--- src/rtl/core/hrhv_pkg.sv ---
// Types, string tables and reset constants for the HTTP request header validator.
package hrhv_pkg;

    localparam int NUM_NAMES  = 5;
    localparam int HOST_INDEX = 1;

    localparam logic [7:0] CHAR_LF    = 8'h0A;
    localparam logic [7:0] CHAR_SPACE = 8'h20;
    localparam logic [7:0] CHAR_COLON = 8'h3A;

    localparam logic [1:0] VERDICT_ACCEPTED = 2'd0;
    localparam logic [1:0] VERDICT_UNKNOWN  = 2'd1;
    localparam logic [1:0] VERDICT_NO_HOST  = 2'd2;

    localparam logic [3:0] METHOD_LEN  = 4'd3;
    localparam logic [3:0] VERSION_LEN = 4'd8;

    localparam logic [7:0] METHOD_CHARS [4] = '{"G", "E", "T", 8'h00};
    localparam logic [7:0] VERSION_CHARS [8] = '{"H", "T", "T", "P", "/", "1", ".", "1"};

    localparam logic [7:0] NAME_CHARS [NUM_NAMES][16] = '{
        '{"U", "s", "e", "r", "-", "A", "g", "e", "n", "t",
          8'h00, 8'h00, 8'h00, 8'h00, 8'h00, 8'h00},
        '{"H", "o", "s", "t", 8'h00, 8'h00, 8'h00, 8'h00,
          8'h00, 8'h00, 8'h00, 8'h00, 8'h00, 8'h00, 8'h00, 8'h00},
        '{"A", "c", "c", "e", "p", "t", "-", "L", "a", "n",
          "g", "u", "a", "g", "e", 8'h00},
        '{"A", "c", "c", "e", "p", "t", "-", "E", "n", "c",
          "o", "d", "i", "n", "g", 8'h00},
        '{"C", "o", "n", "n", "e", "c", "t", "i", "o", "n",
          8'h00, 8'h00, 8'h00, 8'h00, 8'h00, 8'h00}
    };

    localparam logic [3:0] NAME_LEN [NUM_NAMES] = '{4'd10, 4'd4, 4'd15, 4'd15, 4'd10};

    typedef struct packed {
        logic                 on_first_line;
        logic [1:0]           token_count;
        logic                 in_token;
        logic [3:0]           char_pos;
        logic                 pos_overflow;
        logic                 method_match;
        logic                 version_match;
        logic                 is_get;
        logic                 version_ok;
        logic [NUM_NAMES-1:0] name_mask;
        logic                 name_closed;
        logic                 line_empty;
        logic                 host_seen;
        logic                 header_failed;
        logic                 headers_done;
    } parse_state_t;

    localparam parse_state_t STATE_RESET = '{
        on_first_line: 1'b1,
        token_count:   2'd0,
        in_token:      1'b0,
        char_pos:      4'd0,
        pos_overflow:  1'b0,
        method_match:  1'b1,
        version_match: 1'b1,
        is_get:        1'b0,
        version_ok:    1'b0,
        name_mask:     '1,
        name_closed:   1'b0,
        line_empty:    1'b1,
        host_seen:     1'b0,
        header_failed: 1'b0,
        headers_done:  1'b0
    };

endpackage

--- src/rtl/core/http_request_header_validator.sv ---
// Byte-serial HTTP GET request line and header name validator.
// A result transaction is registered, appearing in the cycle after its byte is accepted.
// Throughput: one byte per cycle unless m_tready stalls a held output; the parse state
// and output register update in the cycle of acceptance, so byte compares set the cycle time.
// Reset: rst_n clears the parse state to the start of a request and empties the output.
// After each verdict the parse state returns to its reset values.
module http_request_header_validator
(
    input  logic        clk,
    input  logic        rst_n,
    input  logic        s_tvalid,
    output logic        s_tready,
    input  logic [7:0]  s_tdata,   // [7:0] req_byte
    input  logic        s_tlast,   // end_of_request
    output logic        m_tvalid,
    input  logic        m_tready,
    output logic [15:0] m_tdata,   // [7:0] path_byte, [8] path_valid, [10:9] verdict, zero pad
    output logic        m_tuser    // is_verdict
);

    hrhv_pkg::parse_state_t state_reg;
    hrhv_pkg::parse_state_t state_next;

    logic        m_tvalid_reg;
    logic        m_tvalid_next;
    logic [15:0] m_tdata_reg;
    logic [15:0] m_tdata_next;
    logic        m_tuser_reg;
    logic        m_tuser_next;

    logic        accept;
    logic        emit_path;
    logic        name_hit;
    logic        host_hit;

    assign s_tready = !m_tvalid_reg || m_tready;
    assign accept   = s_tvalid && s_tready;
    assign m_tvalid = m_tvalid_reg;
    assign m_tdata  = m_tdata_reg;
    assign m_tuser  = m_tuser_reg;

    always_comb
    begin
        logic [hrhv_pkg::NUM_NAMES-1:0] hits;
        hits = '0;
        for (int i = 0; i < hrhv_pkg::NUM_NAMES; i++)
        begin
            hits[i] = state_reg.name_mask[i] && !state_reg.pos_overflow
                      && (state_reg.char_pos == hrhv_pkg::NAME_LEN[i]);
        end
        name_hit = |hits;
        host_hit = hits[hrhv_pkg::HOST_INDEX];
    end

    always_comb
    begin
        hrhv_pkg::parse_state_t s;
        logic [7:0]             b;
        s         = state_reg;
        b         = s_tdata;
        emit_path = 1'b0;

        if (s.on_first_line)
        begin
            if (b == hrhv_pkg::CHAR_LF || b == hrhv_pkg::CHAR_SPACE)
            begin
                if (s.in_token)
                begin
                    if (s.token_count == 2'd1)
                    begin
                        s.is_get = s.method_match && s.char_pos == hrhv_pkg::METHOD_LEN
                                   && !s.pos_overflow;
                    end
                    else if (s.token_count == 2'd3 && s.version_match
                             && s.char_pos == hrhv_pkg::VERSION_LEN && !s.pos_overflow)
                    begin
                        s.version_ok = 1'b1;
                    end
                    s.in_token = 1'b0;
                end
                if (b == hrhv_pkg::CHAR_LF)
                begin
                    s.on_first_line = 1'b0;
                    s.char_pos      = '0;
                    s.pos_overflow  = 1'b0;
                    s.name_mask     = '1;
                    s.name_closed   = 1'b0;
                    s.line_empty    = 1'b1;
                end
            end
            else
            begin
                if (!s.in_token)
                begin
                    s.in_token     = 1'b1;
                    s.char_pos     = '0;
                    s.pos_overflow = 1'b0;
                    s.method_match = 1'b1;
                    if (s.token_count != 2'd3)
                    begin
                        s.token_count   = s.token_count + 2'd1;
                        s.version_match = 1'b1;
                    end
                    else
                    begin
                        s.version_match = 1'b0;
                    end
                end
                if (!s.pos_overflow)
                begin
                    if (s.token_count == 2'd1)
                    begin
                        s.method_match = s.method_match && s.char_pos < hrhv_pkg::METHOD_LEN
                                         && hrhv_pkg::METHOD_CHARS[s.char_pos[1:0]] == b;
                    end
                    else if (s.token_count == 2'd3)
                    begin
                        s.version_match = s.version_match
                                          && s.char_pos < hrhv_pkg::VERSION_LEN
                                          && hrhv_pkg::VERSION_CHARS[s.char_pos[2:0]] == b;
                    end
                end
                emit_path = (s.token_count == 2'd2) && s.is_get;
                if (s.char_pos == 4'd15)
                begin
                    s.pos_overflow = 1'b1;
                end
                s.char_pos = s.char_pos + 4'd1;
            end
        end
        else if (!s.headers_done && !s.header_failed)
        begin
            if (b == hrhv_pkg::CHAR_LF)
            begin
                if (s.line_empty)
                begin
                    s.headers_done = 1'b1;
                end
                else if (!s.name_closed)
                begin
                    s.header_failed = !name_hit;
                    s.host_seen     = s.host_seen || host_hit;
                end
                s.char_pos     = '0;
                s.pos_overflow = 1'b0;
                s.name_mask    = '1;
                s.name_closed  = 1'b0;
                s.line_empty   = 1'b1;
            end
            else if (b == hrhv_pkg::CHAR_COLON)
            begin
                if (!s.line_empty && !s.name_closed)
                begin
                    s.header_failed = !name_hit;
                    s.host_seen     = s.host_seen || host_hit;
                    s.name_closed   = 1'b1;
                end
            end
            else if (!s.name_closed)
            begin
                s.line_empty = 1'b0;
                for (int i = 0; i < hrhv_pkg::NUM_NAMES; i++)
                begin
                    if (s.pos_overflow || s.char_pos >= hrhv_pkg::NAME_LEN[i]
                        || hrhv_pkg::NAME_CHARS[i][s.char_pos] != b)
                    begin
                        s.name_mask[i] = 1'b0;
                    end
                end
                if (s.char_pos == 4'd15)
                begin
                    s.pos_overflow = 1'b1;
                end
                s.char_pos = s.char_pos + 4'd1;
            end
        end

        m_tvalid_next = m_tvalid_reg;
        m_tdata_next  = m_tdata_reg;
        m_tuser_next  = m_tuser_reg;
        state_next    = state_reg;

        if (s_tready)
        begin
            m_tvalid_next = 1'b0;
        end

        if (accept)
        begin
            state_next = s;
            if (s_tlast)
            begin
                m_tvalid_next     = 1'b1;
                m_tuser_next      = 1'b1;
                m_tdata_next      = '0;
                m_tdata_next[8]   = s.is_get && s.version_ok && !s.on_first_line;
                m_tdata_next[10:9] = s.header_failed ? hrhv_pkg::VERDICT_UNKNOWN
                                   : (s.host_seen ? hrhv_pkg::VERDICT_ACCEPTED
                                                  : hrhv_pkg::VERDICT_NO_HOST);
                state_next        = hrhv_pkg::STATE_RESET;
            end
            else if (emit_path)
            begin
                m_tvalid_next     = 1'b1;
                m_tuser_next      = 1'b0;
                m_tdata_next      = '0;
                m_tdata_next[7:0] = b;
            end
        end
    end

    always_ff @(posedge clk or negedge rst_n)
    begin
        if (!rst_n)
        begin
            state_reg    <= hrhv_pkg::STATE_RESET;
            m_tvalid_reg <= 1'b0;
        end
        else
        begin
            state_reg    <= state_next;
            m_tvalid_reg <= m_tvalid_next;
        end
    end

    always_ff @(posedge clk)
    begin
        m_tdata_reg <= m_tdata_next;
        m_tuser_reg <= m_tuser_next;
    end

endmodule
--- config.mk ---
export PLATFORM = sky130hd
export DESIGN_NAME = http_request_header_validator
export DESIGN_NICKNAME = d
export VERILOG_FILES = /design/src/rtl/core/hrhv_pkg.sv /design/src/rtl/core/http_request_header_validator.sv
export SDC_FILE = /design/constraint.sdc
export NUM_CORES = 1
export LEC_CHECK = 0
export BUFFER_PORTS_ARGS = -buffer_cell sky130_fd_sc_hd__buf_2
export CORE_UTILIZATION = 55
export CTS_CLUSTER_SIZE = 8
export DETAILED_ROUTE_END_ITERATION = 10
export PLACE_DENSITY = 0.75
export SLEW_MARGIN = 20
export SYNTH_ARGS = -nofsm -noshare
export SYNTH_HDL_FRONTEND = slang
export SYNTH_SLANG_ARGS = --single-unit
--- constraint.sdc ---
create_clock -name clk -period 6.78 [get_ports clk]
set_input_delay 0.678 -clock clk [delete_from_list [all_inputs] [get_ports clk]]
set_output_delay 0.678 -clock clk [all_outputs]
set_load 0.01 [all_outputs]
==> metrics.cfg, run 1 <==
[worst_setup_path]
required_ns=7.02
start_kind=register
critPathArrivalTime_ns=3.15
worstPathMaxFanout=21
crit_path_end_kind=register
critPathKind=register to register

[power]
seq_power_share_pct=42.7
power_switching_mw=0.255
p_leak_nw=1.39
comb_power_share_pct=34.4
p_int_mw=0.412
power_mw=0.667
ir_drop_mv=0.161
p_sw_share_pct=38.3
powerDensity_nw_per_um2=192
power.clock.fraction_pct=22.9

[clock_tree]
post_cts_resized=0
clk_pin_slew_ns=0.08
cts_num_sinks=36
postCtsHoldBufs=0
htree_levels=2
cts_buffer_depth=2
insertion_delay_ns=0.29
cts_tree=yes
cts_buffers=5
postCtsSetupBuffers=0
root_buffer=clkbuf_8

[drt]
vias_per_cell=6.47
first_pass_iters=5
via_count=3201
drtIter0Drc=485
wl_mm=8.77
antenna_left=0
routedWlPerCell_um=17.7
drcViolationCount=0

[run]
max_cap_violations=0

[synth]
yosys-top-cells-count=nor2_1 (41), a21oi_1 (40), nand2_1 (35), o21ai_0 (24), clkbuf_1 (21)
synth_top_area_share_pct=11.3
synth_seq_area_share_pct=29.2
synth_edf_count=12
syn_area_um2=3330
synth_area_leaders=dfrtp_1 (11%), edfxtp_1 (11%), dfstp_2 (7.1%), a21oi_1 (6.0%), nor2_1 (4.6%)
syn_inst=423
yosys_warnings=0
yosys.cell_count.top_type=nor2_1
synthFlopType=dfrtp_1
syn_avg_cell_area_um2=7.86
ys_ff_latch=36
yosys.area.top_type=dfrtp_1
async_reset_ff_share_pct=66.7
ys_types=73

[grt]
grt-ovfl-total=0
grt_pass1_vias=2962
grt_util_all_layers_pct=30.7
grt_max_degree=40
grt_antenna_before_repair=0
grt_pass1_wl_mm=15.1

[placement]
gp_congestion=0.973
portBuffers=26
dpl.cell_count=487
pre_cts_ws_ns=3.58
hpwl_mm=6.13

[timing]
final.min_clock_period_ns=2.91
final.period_utilization_pct=42.9
setup_viol=0
worst_pin_slew_ns=0.970
setup_slack_ns=3.87
slew_violations=0
slew_headroom_pct=35.1
max_freq_mhz=343
fin_setup_tns_ns=0
fin_skew_ns=0.00952
rsz0062_at_grt=false
final_hold_viol_count=0

[cells_and_area]
drive_above_1_share_pct=14.4
nets=444
final_core_util_pct=61.2
fillers=518
multi_input_area_um2=2130
diodes=0
largest_reg_flops=23
final-seq-area_um2=972
area_growth_pct=4.51
final_cells=495

[die]
start_util_pct=58.6
io_pins=32
fp.dieW_um=79.8
core_region_area_um2=5680
row_count=27
die_area_um2=6360
die_h_um=79.8

[outcome]
outcome=finished, final reports clean

[min_path]
hp-class=primary input to asynchronous set/reset pin

==> final timing paths <==
| kind | start | endpoint | slack [ns] | cells after the start |
|---|---|---|---|---|
| min in group clk | state_reg[6] | state_reg[6] | 0.49 | 2 |
| min | rst_n | state_reg[17] | 0.36 | 1 |
| min reg2reg | state_reg[6] | state_reg[6] | 0.49 | 2 |
| max in group asynchronous | rst_n | state_reg[22] | 6.05 | 1 |
| max | state_reg[15] | state_reg[8] | 3.87 | 7 |
| max reg2reg | state_reg[15] | state_reg[8] | 3.87 | 7 |
==> power groups by stage <==
stage          Combinational [mW]  Clock (mW)  Sequential [mW]
3_3_place_gp                0.222           0            0.286
3_5_place_dp                0.225           0            0.287
5_1_grt                     0.259       0.162            0.287
2_1_floorplan               0.187           0            0.269
6_report                    0.230       0.153            0.285
4_1_cts                     0.226       0.156            0.283
==> metrics by stage <==
stage                     instance area, µm²  hold slack, ns
after floorplan                         3340           0.382
after global placement                  3390           0.471
after CTS                               3480           0.385
after global routing                    3480           0.412
final                                   3480           0.356
after detailed placement                3390           0.480
==> layout make-up <==
cell class                 instances  area share (%)
sequential                        36            28.0
clock inverter                     3           0.540
tap                               72            2.59
timing repair buffer              29            4.39
multi-input combinational        339            61.3
inverter                          11            1.19
clock buffer                       5            1.98
==> critical path, stage by stage, from the launching register on <==
cell and delay [ns]:
dfrtp_1 0.85, inv_1 0.32, ha_1 0.55, and2_1 0.20
o21a_1 0.13, a31oi_1 0.04, o41ai_1 0.52, a41o_1 0.25
==> layer usage <==
metal | global-route usage [%] | vias to the layer above | routed length (µm)
li1 | - | 1525 | -
met5 | 0 | - | 0
met2 | 45.6 | 181 | 3770
met4 | 9.29 | 0 | 184
met3 | 6.86 | 23 | 863
met1 | 44.3 | 1472 | 3950
==> cell usage in the layout (no fill, tap or decap), types with 5 or more instances in the layout <==
cell type	count
nor2_1	41
a21oi_1	40
nand2_1	35
buf_2	26
o21ai_0	24
nand3_1	19
nor2b_1	16
xnor2_1	15
dfrtp_1	15
xor2_1	13
edfxtp_1	12
inv_1	10
nand4_1	9
ha_1	9
dfstp_2	9
a31oi_1	8
o22ai_1	8
nand2b_1	7
nor3_1	7
and3_1	5
conb_1	5
clkbuf_8	5
==> cells by family after synthesis <==
kind of cell	after synthesis	share of synthesized area, %
AOI/OAI and AO/OA	126	25.1
adders and majority gates	9	3.39
other	1	0.113
xor gates and xnor gates	28	7.37
DFF	36	29.2
buffers and inverters	52	7.11
muxes	6	1.96
and+or+nand+nor	165	25.7
Note: power is estimated with default switching activity, not from simulation.
==> inputs of run 2 (changes only) <==
--- a/config.mk
+++ b/config.mk
@@ -9,7 +9,7 @@
 export CORE_UTILIZATION = 55
 export CTS_CLUSTER_SIZE = 8
 export DETAILED_ROUTE_END_ITERATION = 10
-export PLACE_DENSITY = 0.75
+export PLACE_DENSITY = 0.78
 export SLEW_MARGIN = 20
 export SYNTH_ARGS = -nofsm -noshare
 export SYNTH_HDL_FRONTEND = slang
==> constraint.sdc (replaced) <==
create_clock -name clk -period 2.52 [get_ports clk]
set_input_delay 0.252 -clock clk [delete_from_list [all_inputs] [get_ports clk]]
set_output_delay 0.252 -clock clk [all_outputs]
set_load 0.01 [all_outputs]
==> run 2 against run 1 <==
Combinational power grew to 3.0 times the previous value. Critical endpoint unchanged. Sequential cell count is the same. Critical path type unchanged. Clock power grew to 2.7 times the previous value. Fmax grew 37%. Via count grew 5.3%. Total power grew to 2.8 times the previous value.
==> metrics.cfg, run 2 (synthesized netlist as in run 1, its figures left out) <==
[outcome]
outcome=finished, final reports clean

[cells_and_area]
multi_input_area_um2=2130
final-seq-area_um2=972
diodes=0
largest_reg_flops=23
final_cell_mix=nor2_1 (41), a21oi_1 (40), nand2_1 (35), buf_2 (26), o21ai_0 (24)
final_common_cell=nor2_1
area_growth_pct=7.79
fillers=524
final_core_util_pct=63.2
nets=457
drive_above_1_share_pct=16.3

[power]
ir_drop_mv=0.435
p_leak_nw=1.44
powerDensity_nw_per_um2=516

[worst_setup_path]
critPathArrivalTime_ns=2.36
crit_path_end_kind=register
rr_endpoint=state_reg[8]
r2r-start=state_reg[16]
start_kind=register
required_ns=2.75
crit_chain=buf_12 > ha_1 > xnor2_1 > a211oi_1 > a222oi_1 > nand2_1 > o2111a_1 > a41o_1
critPathKind=register to register
worstPathMaxFanout=20
slowest_stage=dfrtp_1
max_stage_delay_ns=0.49
ff2ff_setup_slack_ns=0.39
worstRegToRegCells=8

[die]
fp.dieW_um=79.8
io_pins=32
die_area_um2=6360
die_h_um=79.8
row_count=27
start_util_pct=58.6
core_region_area_um2=5680

[clock_tree]
cts_buffer_depth=2
clk_pin_slew_ns=0.08
htree_levels=2
insertion_delay_ns=0.30
root_buffer=clkbuf_8
cts_buffers=5
cts_tree=yes
cts_num_sinks=36

[drt]
drcViolationCount=0
wl_mm=9.45
antenna_left=0
drtIter0Drc=615
via_count=3370
first_pass_iters=7
vias_per_cell=6.63
routedWlPerCell_um=18.6

[min_path]
hold_depth=3
hold_start=m_tready
hold_end=m_tvalid
hp-class=primary input to register

[grt]
grt_pass1_wl_mm=15.5
grt-ovfl-total=0
grt_antenna_before_repair=0
grt_pass1_vias=3174
grt_max_degree=25
grt_util_all_layers_pct=32.1

[timing]
slew_headroom_pct=60.3
final.min_clock_period_ns=2.13
final_hold_viol_count=0
final.period_utilization_pct=84.4
setup_viol=0
slew_violations=0
worst_pin_slew_ns=0.596
max_freq_mhz=470
fin_skew_ns=0.00754
rsz0062_at_grt=false
fin_setup_tns_ns=0

[run]
max_cap_violations=0

[placement]
hpwl_mm=6.58
gp_congestion=0.966
portBuffers=26

[run 2: cell types whose count changed in the layout (fill, tap and decap cells not counted), sizes merged]
| cell | change |
|---|---|
| buf | +12 |
| clkinv | -2 |
| clkbuf | +1 |
| clkinvlp | +1 |
| dlygate4sd3 | +1 |
[run 2: area by class of cell]
cell class / instances / share of cell area [%]
clock buffers: 6 / 2.02
clock inverters: 2 / 0.314
inverters: 11 / 1.15
multi-input cells: 339 / 59.5
flip-flops and latches: 36 / 27.1
well taps: 72 / 2.51
repair buffers: 42 / 7.40
[run 2: per-stage QoR]
step	worst slack, ns	hold slack (ns)	instance area (µm²)	std cells	power (mW)
2_1_floorplan	0.354	-0.0436	3340	427	1.23
3_3_place_gp	0.252	0.291	3490	499	1.40
3_5_place_dp	0.247	0.281	3490	499	1.42
4_1_cts	0.408	0.320	3580	508	1.83
5_1_grt	0.245	0.364	3580	508	1.95
6_report	0.394	0.332	3580	508	1.85
[run 2: repair_timing]
item | CTS | global route
gates resized for setup | 0 | 0
setup buffers | 0 | 0
hold buffers | 1 | 0
endpoints found under the hold margin | 15 | 0
[run 2: worst max-delay path by stage]
stage	start	depth (start not counted)	endpoint
floorplan	s_tdata[1]	6	m_tdata[0]
global placement	s_tdata[6]	7	m_tdata[1]
detailed placement	s_tdata[6]	7	m_tdata[1]
CTS	state_reg[16]	8	state_reg[8]
global route	state_reg[16]	8	state_reg[7]
finish	state_reg[16]	8	state_reg[8]
[run 2: per-layer routing]
layer  track usage [%]  wire length [µm]  vias up
li1                  -                 -     1550
met1              44.3              4000     1569
met2              47.7              4250      219
met3              7.54               916       32
met4              13.8               274        0
met5                 0                 0        -
[run 2: power by group]
part / leakage, nW / total [mW] / switching (mW) / internal [mW]
sequential: 0.408 / 0.738 / 0.0627 / 0.675
combinational: 0.997 / 0.691 / 0.425 / 0.267
clock: 0.0388 / 0.419 / 0.227 / 0.192
[run 2: critical path, delay by kind of cell, from the launching register on]
kind / cells / cell delay, ns
AND/OR/NAND/NOR: 1 / 0.09
XOR/XNOR: 1 / 0.16
adder cells (fa/ha/maj): 1 / 0.31
buffers and inverters: 1 / 0.19
AO/OA/AOI/OAI: 4 / 0.81
flip-flops: 1 / 0.49
==> inputs of run 3 (changes only) <==
--- a/config.mk
+++ b/config.mk
@@ -9,7 +9,7 @@
 export CORE_UTILIZATION = 55
 export CTS_CLUSTER_SIZE = 8
 export DETAILED_ROUTE_END_ITERATION = 10
-export PLACE_DENSITY = 0.78
+export PLACE_DENSITY = 0.75
 export SLEW_MARGIN = 20
 export SYNTH_ARGS = -nofsm -noshare
 export SYNTH_HDL_FRONTEND = slang
==> constraint.sdc (replaced) <==
create_clock -name clk -period 2 [get_ports clk]
set_input_delay 0.2 -clock clk [delete_from_list [all_inputs] [get_ports clk]]
set_output_delay 0.2 -clock clk [all_outputs]
set_load 0.01 [all_outputs]
==> run 3 against run 2 <==
Clock skew down 0.0032 ns. Critical endpoint unchanged. Sequential cell count did not move. Critical path depth decreased by 1. Fmax up 8.6%.
==> metrics.cfg, run 3 (synthesized netlist as in run 1, its figures left out) <==
[outcome]
outcome=finished, final reports clean

[drt]
drcViolationCount=0
via_count=3488
first_pass_iters=5
wl_mm=10.3
vias_per_cell=6.41
drtIter0Drc=321
antenna_left=0
routedWlPerCell_um=19.0

[cells_and_area]
diodes=0
nets=493
drive_above_1_share_pct=26.1
area_growth_pct=17.9
final_cell_mix=buf_4 (48), nor2_1 (40), a21oi_1 (39), nand2_1 (35), buf_2 (26)
largest_reg_flops=23
final_common_cell=buf_4
final_core_util_pct=69.1

[timing]
max_freq_mhz=511
final_hold_viol_count=0
slew_headroom_pct=57.5
final.period_utilization_pct=97.9
setup_viol=0
worst_pin_slew_ns=0.637
fin_skew_ns=0.00430
fin_hold_ws_ns=0.271
slew_violations=0
final.min_clock_period_ns=1.96

[grt]
grt_pass1_vias=3216
grt_util_all_layers_pct=34.0
grt-ovfl-total=0
grt_max_degree=32
grt_pass1_wl_mm=16.3
grt_antenna_before_repair=0

[die]
fp.dieW_um=79.8
io_pins=32
die_h_um=79.8
row_count=27
core_region_area_um2=5680
start_util_pct=58.6
die_area_um2=6360

[clock_tree]
cts_tree=yes
insertion_delay_ns=0.30
cts_buffers=5
clk_pin_slew_ns=0.08
htree_levels=2
cts_num_sinks=36
root_buffer=clkbuf_8
cts_buffer_depth=2
postCtsSetupBuffers=0

[worst_setup_path]
crit_family=compound AO/OA/AOI/OAI gates
worstPathBufferInverterCount=2
max_stage_delay_ns=0.43
crit_path_end_kind=register
required_ns=2.24
critPathArrivalTime_ns=2.20
crit_path_start=state_reg[16]
crit_chain=inv_1 > ha_1 > buf_4 > xor2_1 > o31ai_1 > o2111a_1 > a41o_1
critPathKind=register to register
worstPathMaxFanout=7
start_kind=register
r2r-start=state_reg[16]
slowest_stage=dfrtp_2

[min_path]
hp-class=primary input to register
hold_start=s_tlast

[placement]
portBuffers=26
gp_congestion=0.980
hpwl_mm=7.42

[power]
powerDensity_nw_per_um2=635
ir_drop_mv=0.422
p_leak_nw=1.64

[run]
max_cap_violations=0

==> run 3: area by class of cell <==
| class | instances | area (µm²) |
|---|---|---|
| Multi-Input combinational cell | 339 | 2180 |
| Tap cell | 72 | 90.1 |
| Sequential cell | 36 | 976 |
| Inverter | 11 | 41.3 |
| Clock inverter | 3 | 18.8 |
| Clock buffer | 5 | 68.8 |
| Timing Repair Buffer | 78 | 543 |
| Fill cell | 485 | 1760 |
==> run 3: tightest hold or removal path: cells and delay by family <==
| family | cells | cell delay [ns] |
|---|---|---|
| simple gates | 1 | 0.10 |
| compound gates | 1 | 0.08 |
| buf+inv | 1 | 0.18 |
==> run 3: power by group <==
group          internal, mW  total, mW  switching, mW
sequential            0.853      0.933         0.0805
combinational         0.435       1.01          0.578
clock                 0.243      0.544          0.300
==> run 3: worst paths after layout <==
check / end / slack [ns] / depth (start not counted)
worst max register to register: state_reg[8] / 0.04 / 7
worst min-delay path: state_reg[22] / 0.27 / 3
worst min register to register: state_reg[6] / 0.49 / 2
worst max-delay path: state_reg[8] / 0.04 / 7
max in group asynchronous: state_reg[19] / 1.09 / 2
min in group asynchronous: state_reg[17] / 0.45 / 2
==> run 3: metrics by stage <==
| stage | instances | cell area [µm²] | setup TNS, ns | worst slack (ns) | power, mW |
|---|---|---|---|---|---|
| after floorplan | 427 | 3350 | 0 | 0.0271 | 1.56 |
| after global placement | 535 | 3760 | -0.0929 | -0.0929 | 1.88 |
| after detailed placement | 535 | 3760 | -0.0662 | -0.0662 | 1.90 |
| after CTS | 544 | 3860 | 0 | 0.0190 | 2.44 |
| after global routing | 544 | 3920 | -0.0617 | -0.0617 | 2.61 |
| final | 544 | 3920 | 0 | 0.0420 | 2.49 |
==> run 3: what timing repair did <==
action | CTS | global route
hold endpoints to repair | 15 | 0
setup endpoints to repair | 0 | 20
hold buffers | 1 | 0
gates resized for setup | 0 | 15
==> run 3: metal layers <==
| metal | GRT usage [%] | wire, µm | part of all wire [%] |
|---|---|---|---|
| met2 | 54.3 | 4680 | 45 |
| met1 | 47.7 | 4500 | 44 |
| met4 | 10.5 | 274 | 2.7 |
| met3 | 4.46 | 866 | 8.4 |
| met5 | 0 | 0 | 0 |
